### config.mk
export PLATFORM = sky130hd
export DESIGN_NAME = crt_cell
export DESIGN_NICKNAME = d
export VERILOG_FILES = /design/src/crt_pkg.sv /design/src/crt_cell.sv
export SDC_FILE = /design/constraint.sdc
export NUM_CORES = 1
export LEC_CHECK = 0
export BUFFER_PORTS_ARGS = -buffer_cell sky130_fd_sc_hd__buf_2
export CAP_MARGIN = 25
export CORE_AREA = 2 2 223 225
export CTS_CLUSTER_DIAMETER = 50
export DETAILED_ROUTE_END_ITERATION = 10
export DIE_AREA = 0 0 225 227
export SLEW_MARGIN = 20
export SYNTH_ARGS = -nofsm -noshare
export SYNTH_HDL_FRONTEND = slang
export SYNTH_SLANG_ARGS = --single-unit
export TNS_END_PERCENT = 20
### constraint.sdc
create_clock -name clk -period 5.7 [get_ports clk]
set_input_delay 0.855 -clock clk [delete_from_list [all_inputs] [get_ports clk]]
set_output_delay 0.855 -clock clk [all_outputs]
set_load 0.02 [all_outputs]
### src/crt_pkg.sv
// ----------------------------------------------------------------------------
// crt_pkg
// Shared types and codes of the compacting region table.
// ----------------------------------------------------------------------------
package crt_pkg;

  localparam int ID_W   = 8;
  localparam int ADDR_W = 64;
  localparam int SIZE_W = 64;
  localparam int RSZ_W  = 63;
  localparam int SLOT_W = 6;
  localparam int CNT_W  = 7;

  localparam logic [SIZE_W-1:0] SIZE_ROUND = 64'd3;

  localparam logic [1:0] CMD_ADD    = 2'd0;
  localparam logic [1:0] CMD_REMOVE = 2'd1;
  localparam logic [1:0] CMD_READ   = 2'd2;

  typedef enum logic [2:0] {
    ST_ADDED     = 3'd0,
    ST_REMOVED   = 3'd1,
    ST_READ_OK   = 3'd2,
    ST_INVALID   = 3'd3,
    ST_DUPLICATE = 3'd4,
    ST_FULL      = 3'd5,
    ST_NOT_FOUND = 3'd6,
    ST_BAD_SLOT  = 3'd7
  } status_t;

  typedef struct packed {
    logic [ID_W-1:0]   id;
    logic [ADDR_W-1:0] addr;
    logic [SIZE_W-1:0] size;
  } entry_t;

  typedef struct packed {
    logic              add_go;
    logic              rem_go;
    logic [ID_W-1:0]   key;
    logic [SLOT_W-1:0] rd_slot;
  } cell_ctl_t;

endpackage

### src/crt_cell.sv
// ----------------------------------------------------------------------------
// crt_cell
// One table slot: holds an entry, matches the key and shifts down on removal.
// ----------------------------------------------------------------------------
module crt_cell #(
  parameter int IDX = 0,
  parameter int CW  = 7
) (
  input  logic                 clk,
  input  logic                 rst_n,
  input  crt_pkg::cell_ctl_t   ctl,
  input  logic [CW-1:0]        count,
  input  crt_pkg::entry_t      new_entry,
  input  logic                 nbr_v,
  input  crt_pkg::entry_t      nbr_entry,
  input  logic                 chain_i,
  output logic                 chain_o,
  output logic                 hit_o,
  output logic                 v_o,
  output crt_pkg::entry_t      entry_o,
  output crt_pkg::entry_t      rd_o
);
  import crt_pkg::*;

  logic   v_r;
  entry_t ent_r;
  logic   at_end;
  logic   shift;
  logic   rd_sel;

  assign at_end  = (count == CW'(IDX));
  assign hit_o   = v_r && (ent_r.id == ctl.key);
  assign chain_o = hit_o | chain_i;
  assign shift   = ctl.rem_go && chain_o;
  assign rd_sel  = v_r && (int'(ctl.rd_slot) == IDX);
  assign v_o     = v_r;
  assign entry_o = ent_r;
  assign rd_o    = rd_sel ? ent_r : '0;

  always_ff @(posedge clk) begin
    if (!rst_n) begin
      v_r <= 1'b0;
    end else if (shift) begin
      v_r <= nbr_v;
    end else if (ctl.add_go && at_end) begin
      v_r <= 1'b1;
    end
  end

  always_ff @(posedge clk) begin
    if (shift) begin
      ent_r <= nbr_entry;
    end else if (ctl.add_go && at_end) begin
      ent_r <= new_entry;
    end
  end

endmodule
## Word-level counts from Yosys, hierarchy flattened

Cells that the tools add are included.
Widths: inputs -> output; s select.

| word-level totals | value |
|---|---|
| register bits after elaboration | 137 |
| bits of input ports | 299 |
| output and inout bits | 275 |
| logic and storage cells | 18 |

| cells by class | value |
|---|---|
| equality and inequality tests | 1 |
| mux-type cells | 5 |
| bitwise logic cells | 1 |
| reductions and logical operators | 7 |

Operators with widths:

| cell | count |
|---|---|
| $mux 136 | 3 |
| $eq 8x8->1 | 1 |
| $logic_not 7->1 | 1 |
| $logic_not 6->1 | 1 |
| $logic_and 1x1->1 | 4 |
| $mux 1 | 2 |
| $reduce_bool 2->1 | 1 |
| $or 1x1->1 | 1 |

## Logic depth before layout (Yosys ltp)

Gate-level depths: netlist of the first run.

| depth | value |
|---|---|
| depth after elaboration | 5 |
| gate-level depth with buffers | 6 |
| gate-level depth less buffers | 4 |

## Least setup slack after synthesis of the first run

Ideal clock, no wire load.

| timing | value |
|---|---|
| kind | in2reg |
| start point | in ctl[11] (netlist bit) |
| end point | reg ent_r (netlist bit entry_o[0]) (enable) |
| setup time | 0.494 ns |
| arrival time | 4.537 ns |
| required time | 5.206 ns |
| slack | 0.669 ns |
| cell stages on the path | 5 |
| path buffers | 1 |
| cells stage by stage | xnor2_1 > nand4_1 > o31ai_4 > buf_2 > a21o_1 |

| between the ends | value |
|---|---|
| cells in the longest elaborated chain, start to end | 5 |

RTL lines:

| what | line | text |
|---|---|---|
| start: declaration | crt_cell.sv:11 | `input crt_pkg::cell_ctl_t ctl,` |
| $eq 8x8->1 | crt_cell.sv:32 | `assign hit_o = v_r && (ent_r.id == ctl.key);` |
| $logic_and 1x1->1 | crt_cell.sv:32 |  |
| $or 1x1->1 | crt_cell.sv:33 | `assign chain_o = hit_o \| chain_i;` |
| $logic_and 1x1->1 | crt_cell.sv:34 | `assign shift = ctl.rem_go && chain_o;` |
| $reduce_bool 2->1 (no line) | - |  |
| end signal: assignment | crt_cell.sv:52 | `ent_r <= nbr_entry;` |
| end signal: assignment | crt_cell.sv:54 | `ent_r <= new_entry;` |
| end: declaration | crt_cell.sv:26 | `entry_t ent_r;` |

Every way passes these cells.
A chain may end at the register's enable or synchronous reset.

==> results.cfg, run 1 <==
[final_layout]
final.fill_count = 5186
multiInputGateArea_mm2 = 0.00260
area_growth_pct = 59.0
seq_area_mm2 = 0.00410
post-route-util = 0.226
stdcell_count = 1667
drive_gt1_frac = 0.713
nets = 1333
stdcell_area_mm2 = 0.0110

[power]
peakVddDrop_uv = 149
switchingPower_mw = 0.696
p_sw_frac = 0.251
clkPwrFrac = 0.392
share_seq_of_total_power = 0.454
p_per_area_mw_per_mm2 = 252
p_leak_nw = 5.06
pwr-share-comb = 0.154
internal_power_mw = 2.08

[sta]
drv_slew = 0
slew-limit-headroom = 0.445
worstMarginPinSlew_ns = 0.833
setup_viol = 0
finalSetupTns_ns = 0
hold_violations = 0
layout_min_cycle_time_ns = 3.34
rsz0062_at_grt = false
max_freq_ghz = 0.299
fin_crit_sh = 0.586
clock_skew_ns = 0.0155

[die]
start_util = 0.142
fp.dieH_um = 227
placementRows = 81
core_area_mm2 = 0.0485
die_x_um = 225
ios = 574
die_area_mm2 = 0.0511

[critical_path]
cpMaxStageDelayCell = and3_4
crit-reg2reg-capture = entry_o[45]
r2r_cells = 5
crit_type = in -> out
crit_path_frequent_cell = buf_2
reg2reg_from = entry_o[131]
cpPeakStageDelay_ns = 0.55
cp-end-kind = primary output
reg2reg_slack_ns = 3.02
worstPathMaxFanout = 80
cp.arrival_ns = 2.49
worstPathCellList = buf_2 > nor4_1 > and3_4 > buf_12 > and2_1 > buf_2
critPathLaunchType = input port
required_ns = 4.85

[drt]
drt_pass1_iterations = 4
vias_per_cell = 3.57
drc = 0
post_drt_wl_per_cell_um = 14.8
finalWirelength_um = 24700
detail-route-antenna-nets = 0
num_vias = 5949
drtIter0Drc = 146

[cts]
cts_setup_buffers = 0
cts_resized = 0
numCtsBuffers = 17
clk_pin_slew_ns = 0.06
ctsHoldBuffers = 0
clockBufferDepth = 2
htree_levels = 4
cts_tree = built
cts.sinks = 137
cts_root_buf = clkbuf_16
clk_latency_ns = 0.46

[hold_path]
hold_path_class = in -> reg
hp-start = nbr_v
hold_depth = 3
min_to = v_o

[global_routing]
grtUsageTotal = 0.0916
antenna_found_initial = 3
grt_pass1_wl_um = 33400
grt.overflow.total = 0
grt_pass1_vias = 5783
grt_max_degree = 137

[place]
place_hpwl_um = 19900
io_buffers = 573
dp_cells = 1636
routabilityCongestion = 0.892
dpl_cell_area_mm2 = 0.0104

[synthesis]
yosys_register_bits = 137
syn_nets = 766
syn_avg_cell_area_um2 = 14.8
synth_warnings = 0
netlist_area_mm2 = 0.00691
syn_inst = 467
yosysTopAreaCell = edfxtp_1
synthTopCellsByArea = edfxtp_1 59%, mux2_2 22%, and2_1 12%
yosysSeqAreaShare = 0.594
ys_types = 21
synth_top_cell_area_share = 0.591

[run_status]
status = finished, final reports clean

[flow_run]
cap_violations = 0
[layout by cell type, fill, tap and decap left out, types with 3 or more instances in the layout]
master     synthesis  final
edfxtp_1         136    136
mux2_2           136    136
clkinv_2           0      4
and2_1           136    136
buf_2              2    573
nand2_1            4      4
buf_12             0      3
bufinv_16          0      3
xnor2_1            8      8
nand3_1            3      3
clkbuf_16          0     17
[state kept, by name, summed over array words and instances, names as in the netlist]
name and cells:
entry_o 136, v_o 1
[critical path: cells and delay by family]
kind                   cells  cell delay [ns]
buffers and inverters      3             0.54
and+or+nand+nor            3             0.99
[Yosys cell counts]
master / n
a21o_1: 2
nand3_1: 3
and3_1: 1
nor4_1: 2
nand2_1: 4
nor2_1: 1
nand4_1: 2
and2_1: 136
buf_6: 14
mux2_2: 136
mux2i_1: 1
nor3_1: 1
buf_2: 2
xnor2_1: 8
clkbuf_1: 13
nor4b_1: 1
o31ai_4: 1
buf_1: 1
or2_2: 1
dfxtp_1: 1
edfxtp_1: 136
[cell type report]
type	count	share of cell area
multi-input cells	300	0.236
repair buffers	578	0.268
well taps	622	0.0708
clock inverters	11	0.0121
diodes	1	0.000228
clock buffers	18	0.0391
flip-flops and latches	137	0.374
[through the flow]
stage / total power [mW] / setup slack, ns / hold WS, ns
after detailed placement: 1.71 / 2.18 / 0.693
after CTS: 2.83 / 2.16 / 0.591
final: 2.77 / 2.36 / 0.646
after floorplan: 1.49 / 0.669 / 0.703
after global placement: 1.71 / 2.26 / 0.661
after global routing: 2.91 / 2.15 / 0.607
[power by group through the flow]
stage	clock network (mW)	logic, mW	registers (mW)
2_1_floorplan	0	0.133	1.36
3_3_place_gp	0	0.427	1.28
3_5_place_dp	0	0.431	1.28
4_1_cts	1.14	0.432	1.26
5_1_grt	1.18	0.457	1.27
6_report	1.09	0.426	1.26
[cells by family (layout without fill, tap and decap cells)]
kind of cell              after synthesis  in the layout  synth area share
AOI/OAI and AO/OA                       3              3           0.00525
xor gates and xnor gates                8              8            0.0101
DFF                                   137            137             0.594
muxes                                 137            137             0.223
other                                   0              1                 0
and+or+nand+nor                       152            152             0.135
buffers and inverters                  30            607            0.0319
[worst max path at each step]
| stage | start | end | slack, ns | depth (start not counted) |
|---|---|---|---|---|
| 6_report | ctl[3] | rd_o[85] | 2.36 | 6 |
| 5_1_grt | ctl[3] | rd_o[48] | 2.15 | 6 |
| 4_1_cts | ctl[3] | rd_o[97] | 2.16 | 5 |
| 3_5_place_dp | ctl[3] | rd_o[97] | 2.18 | 5 |
| 3_3_place_gp | ctl[3] | rd_o[48] | 2.26 | 5 |
| 2_1_floorplan | ctl[11] | entry_o[0] | 0.67 | 5 |
[routing by layer]
| metal | share of wire | global-route usage |
|---|---|---|
| met2 | 0.49 | 0.154 |
| met1 | 0.38 | 0.0977 |
| met4 | 0.042 | 0.0590 |
| met5 | 0.00053 | 0 |
| met3 | 0.085 | 0.0330 |
No activity file was read; power rests on OpenSTA's default activity.
==> run 2: changes to the inputs <==
- ABC_AREA: not set -> 1
- CORE_AREA: 2 2 223 225 -> 2 2 224 226
- DIE_AREA: 0 0 225 227 -> 0 0 226 228
- clock period: 5.7 -> 2.99 ns (I/O delays scaled with it)
==> run 2 against run 1 <==
  * Worst setup slack worse by 2.1 ns
  * Sequential share of layout area is 1.8 points lower
  * Count of clock-buffer cells in the layout unchanged
  * Routed wire length grew 28%
  * Area after synthesis increased by 7.6%
  * Non-clock buffer count is 8 higher
  * Highest routed layer unchanged
  * Largest cell class unchanged
  * Critical endpoint is now chain_o
==> results.cfg, run 2 <==
[run_status]
status = finished, final reports clean

[critical_path]
critPathLaunchType = register
required_ns = 2.54
worstPathMaxFanout = 138
cp.arrival_ns = 2.27
cp-end-kind = primary output
crit_start = entry_o[135]
reg2reg_from = entry_o[135]
reg2reg_slack_ns = 0.82
crit_type = reg -> out

[global_routing]
antenna_found_initial = 6
grt_max_degree = 139
grt_pass1_wl_um = 45000
grt_pass1_vias = 7856
grt.overflow.total = 0
grtUsageTotal = 0.119

[synthesis]
yosysMostFrequentCell = nand2_1
netlist_area_mm2 = 0.00743
synth-async-reset-ratio = 0
yosysTopAreaCell = edfxtp_1
ys.flop_type = edfxtp_1
yosys_register_bits = 137
ys_types = 20
syn_inst = 930
synthTopCellsByArea = edfxtp_1 55%, nand2_1 15%, nand3_1 9.4%
yosysSeqAreaShare = 0.552
syn_nets = 1229
yosys-top-cells-count = 293 x nand2_1, 145 x inv_1, 142 x nor2_1
synth_edf_count = 136
synth_warnings = 0
syn_avg_cell_area_um2 = 7.99
synth_top_cell_area_share = 0.549

[sta]
layout_min_cycle_time_ns = 2.71
hold_violations = 0
clock_skew_ns = 0.0130
rsz0062_at_grt = false
setup_viol = 0
fin_crit_sh = 0.908
worstMarginPinSlew_ns = 0.863
finalSetupTns_ns = 0
drv_slew = 0
hold_slack_ns = 0.250
slew-limit-headroom = 0.425
max_freq_ghz = 0.368

[drt]
detail-route-antenna-nets = 0
num_vias = 8229
finalWirelength_um = 31600
drtIter0Drc = 372
post_drt_wl_per_cell_um = 14.6
drt_pass1_iterations = 5
vias_per_cell = 3.80
drc = 0

[final_layout]
final.fill_count = 5427
largest_register_ffs = 136
final_cell_mix = 572 x buf_2, 290 x nand2_1, 145 x inv_1
seq_area_mm2 = 0.00410
area_growth_pct = 55.5
final_common_cell = buf_2
multiInputGateArea_mm2 = 0.00246
drive_gt1_frac = 0.416
nets = 1775

[cts]
clk_pin_slew_ns = 0.05
clk_latency_ns = 0.45
ctsHoldBuffers = 0
cts_root_buf = clkbuf_16
cts_setup_buffers = 0
clockBufferDepth = 2
cts_tree = built
cts.sinks = 137
cts_resized = 0
htree_levels = 4
numCtsBuffers = 17

[die]
die_area_mm2 = 0.0515
fp.dieH_um = 228
placementRows = 82
core_area_mm2 = 0.0493
ios = 574
start_util = 0.151
die_x_um = 226

[flow_run]
cap_violations = 0

[power]
p_total_mw = 5.50
p_leak_nw = 6.52
p_per_area_mw_per_mm2 = 476
peakVddDrop_uv = 325

[place]
routabilityCongestion = 0.876
io_buffers = 573
place_hpwl_um = 24600

[hold_path]
hp-start = rst_n
hold_path_class = in -> reg
run 2: report_power, final:
group	switching [mW]	leakage, nW	internal (mW)	total, mW
combinational	0.596	4.97	0.348	0.944
sequential	0.109	1.27	2.30	2.41
clock	0.849	0.285	1.30	2.15
total	1.55	6.52	3.95	5.50
run 2: path summary, 6_finish.rpt:
check | to | cells after the start
setup reg to reg | entry_o[105] | 8
hold reg to reg | v_o | 2
setup / recovery | chain_o | 7
hold / removal | v_o | 3
run 2: metrics by stage:
step	worst slack [ns]	cells	instance area, um^2	utilization
final	0.276	2163	11600	0.234
after global routing	0.0262	2161	11600	0.234
after CTS	0.164	2161	11600	0.234
after detailed placement	0.518	2129	11000	0.222
after global placement	0.528	2129	11000	0.222
after floorplan	0.419	930	7440	-
run 2: metal layers:
metal	vias to the layer above	global-route usage	part of all wire
met2	459	0.207	0.48
met3	54	0.0349	0.084
met5	-	0	0.00067
met4	4	0.0604	0.033
li1	3989	-	-
met1	3723	0.130	0.40
run 2: final cells by class:
cell class | instances | area share
Inverter | 146 | 0.0474
Multi-Input combinational cell | 588 | 0.213
Clock buffer | 18 | 0.0371
Tap cell | 672 | 0.0728
Antenna cell | 2 | 0.000433
Timing Repair Buffer | 586 | 0.261
Sequential cell | 137 | 0.355
Clock inverter | 14 | 0.0134
run 2: worst max-delay path, stage by stage (launching register included):
cell	delay, ns
edfxtp_1	0.48
a21oi_1	0.19
nand2_1	0.06
nor2_1	0.08
nand3_1	0.13
nand2_4	0.11
buf_12	0.46
buf_2	0.28
run 2: kinds of logic (layout without fill, tap and decap cells):
family	Yosys count	in the layout	synth area share
XOR/XNOR	3	3	0.00354
buffers and inverters	205	764	0.122
AO/OA/AOI/OAI	2	2	0.00135
AND/OR/NAND/NOR	583	583	0.321
other	0	2	0
flip-flops	137	137	0.552
==> run 3: changes to the inputs <==
- ABC_AREA: 1 -> 0
- CORE_AREA: 2 2 224 226 -> 2 2 222 224
- DIE_AREA: 0 0 226 228 -> 0 0 224 226
==> run 3 against run 2 <==
  * Final cell count is 23% lower
  * Worst setup slack improved by 0.20 ns
  * Clock skew down 0.0017 ns
  * Count of clock-buffer cells in the layout down 1
  * Register-to-register slack worse by 0.32 ns
  * Non-clock buffer count decreased by 2
  * Sequential power hardly changed
  * Core utilization is 0.57 points lower
  * Die area decreased by 1.8%
  * Sequential share of layout area up 1.6 points
  * Combinational power down 14%
  * Maximum frequency grew 7.8%
==> results.cfg, run 3 (same netlist as run 1, synthesis figures left out) <==
[run_status]
status = finished, final reports clean

[sta]
setup_viol = 0
clock_skew_ns = 0.0113
worstMarginPinSlew_ns = 0.499
layout_min_cycle_time_ns = 2.52
max_freq_ghz = 0.397
rsz0062_at_grt = false
drv_slew = 0
finalSetupTns_ns = 0
slew-limit-headroom = 0.663
fin_crit_sh = 0.842
hold_violations = 0
hold_slack_ns = 0.254
setup_ws_ns = 0.473

[power]
peakVddDrop_uv = 328
p_total_mw = 5.25
p_leak_nw = 5.08
p_per_area_mw_per_mm2 = 475

[final_layout]
stdcell_area_mm2 = 0.0110
area_growth_pct = 59.9
stdcell_count = 1674
final.fill_count = 5132
antennaDiodeCount = 0
largest_register_ffs = 136
nets = 1339
final_cell_mix = 573 x buf_2, 136 x mux2_2, 136 x and2_1, 136 x edfxtp_1, 17 x clkbuf_16
final_common_cell = buf_2
drive_gt1_frac = 0.717
post-route-util = 0.228

[critical_path]
crit_type = reg -> out
r2r_cells = 5
reg2reg_from = entry_o[128]
required_ns = 2.54
cp-end-kind = primary output
crit-reg2reg-capture = entry_o[68]
reg2reg_slack_ns = 0.50
cp.arrival_ns = 2.07
worstPathMaxFanout = 76
critPathLaunchType = register

[global_routing]
grt_max_degree = 77
antenna_found_initial = 1
grt_use_met3 = 0.0349
grt_pass1_vias = 5852
grt.overflow.total = 0
use_met1 = 0.0992
grtUsageTotal = 0.0955
grt_pass1_wl_um = 34700
grt_use_met2 = 0.170
grt_busiest_layer = met2

[die]
die_x_um = 224
ios = 574
die_area_mm2 = 0.0506
start_util = 0.143
core_area_mm2 = 0.0483
fp.dieH_um = 226
placementRows = 81

[place]
place_ws_ns = 0.466
routabilityCongestion = 0.840
io_buffers = 573
dp_cells = 1643
place_hpwl_um = 20300
dpl_cell_area_mm2 = 0.0105

[cts]
cts_setup_buffers = 0
cts_root_buf = clkbuf_16
cts_tree = built
clockBufferDepth = 2
htree_levels = 4
cts_resized = 0
ctsHoldBuffers = 0
clk_latency_ns = 0.44
numCtsBuffers = 17
clk_pin_slew_ns = 0.06
cts.sinks = 137

[hold_path]
hold_path_class = in -> reg
min_to = v_o
hp-start = nbr_v
hold_depth = 3

[drt]
post_drt_wl_per_cell_um = 15.3
drt_pass1_iterations = 6
vias_per_cell = 3.62
num_vias = 6067
finalWirelength_um = 25600
drtIter0Drc = 209
detail-route-antenna-nets = 0
drc = 0

[flow_run]
cap_violations = 0
[run 3: final cells by class]
class                      count  area, um^2  share of cell area
clock buffer                  17         425              0.0385
tap                          622         778              0.0705
clock inverter                14         126              0.0114
sequential                   137        4100               0.372
multi-input combinational    300        2600               0.235
timing repair buffer         584        3010               0.273
[run 3: power breakdown]
part	switching (mW)	internal, mW	total, mW
combinational	0.428	0.387	0.815
sequential	0.0988	2.30	2.39
clock	0.898	1.14	2.04
[run 3: worst max path at each step]
| stage | start | cells past startpoint | to |
|---|---|---|---|
| after floorplan | entry_o[133] | 5 | entry_o[0] |
| after global placement | ctl[9] | 6 | entry_o[73] |
| after detailed placement | ctl[3] | 6 | rd_o[41] |
| after CTS | v_o | 4 | rd_o[41] |
| after global routing | ctl[3] | 6 | rd_o[94] |
| final | v_o | 4 | rd_o[59] |
[run 3: routing by layer]
| metal | vias up | wire length, um | part of all wire |
|---|---|---|---|
| li1 | 2831 | - | - |
| met1 | 2847 | 9750 | 0.38 |
| met2 | 362 | 13100 | 0.51 |
| met3 | 25 | 2110 | 0.083 |
| met4 | 2 | 645 | 0.025 |
| met5 | - | 13 | 0.00051 |
[run 3: critical path: stages, from the launching register on]
cell and delay [ns]:
dfxtp_1 0.43, and3_4 0.45, buf_12 0.26, and2_1 0.22
buf_2 0.17
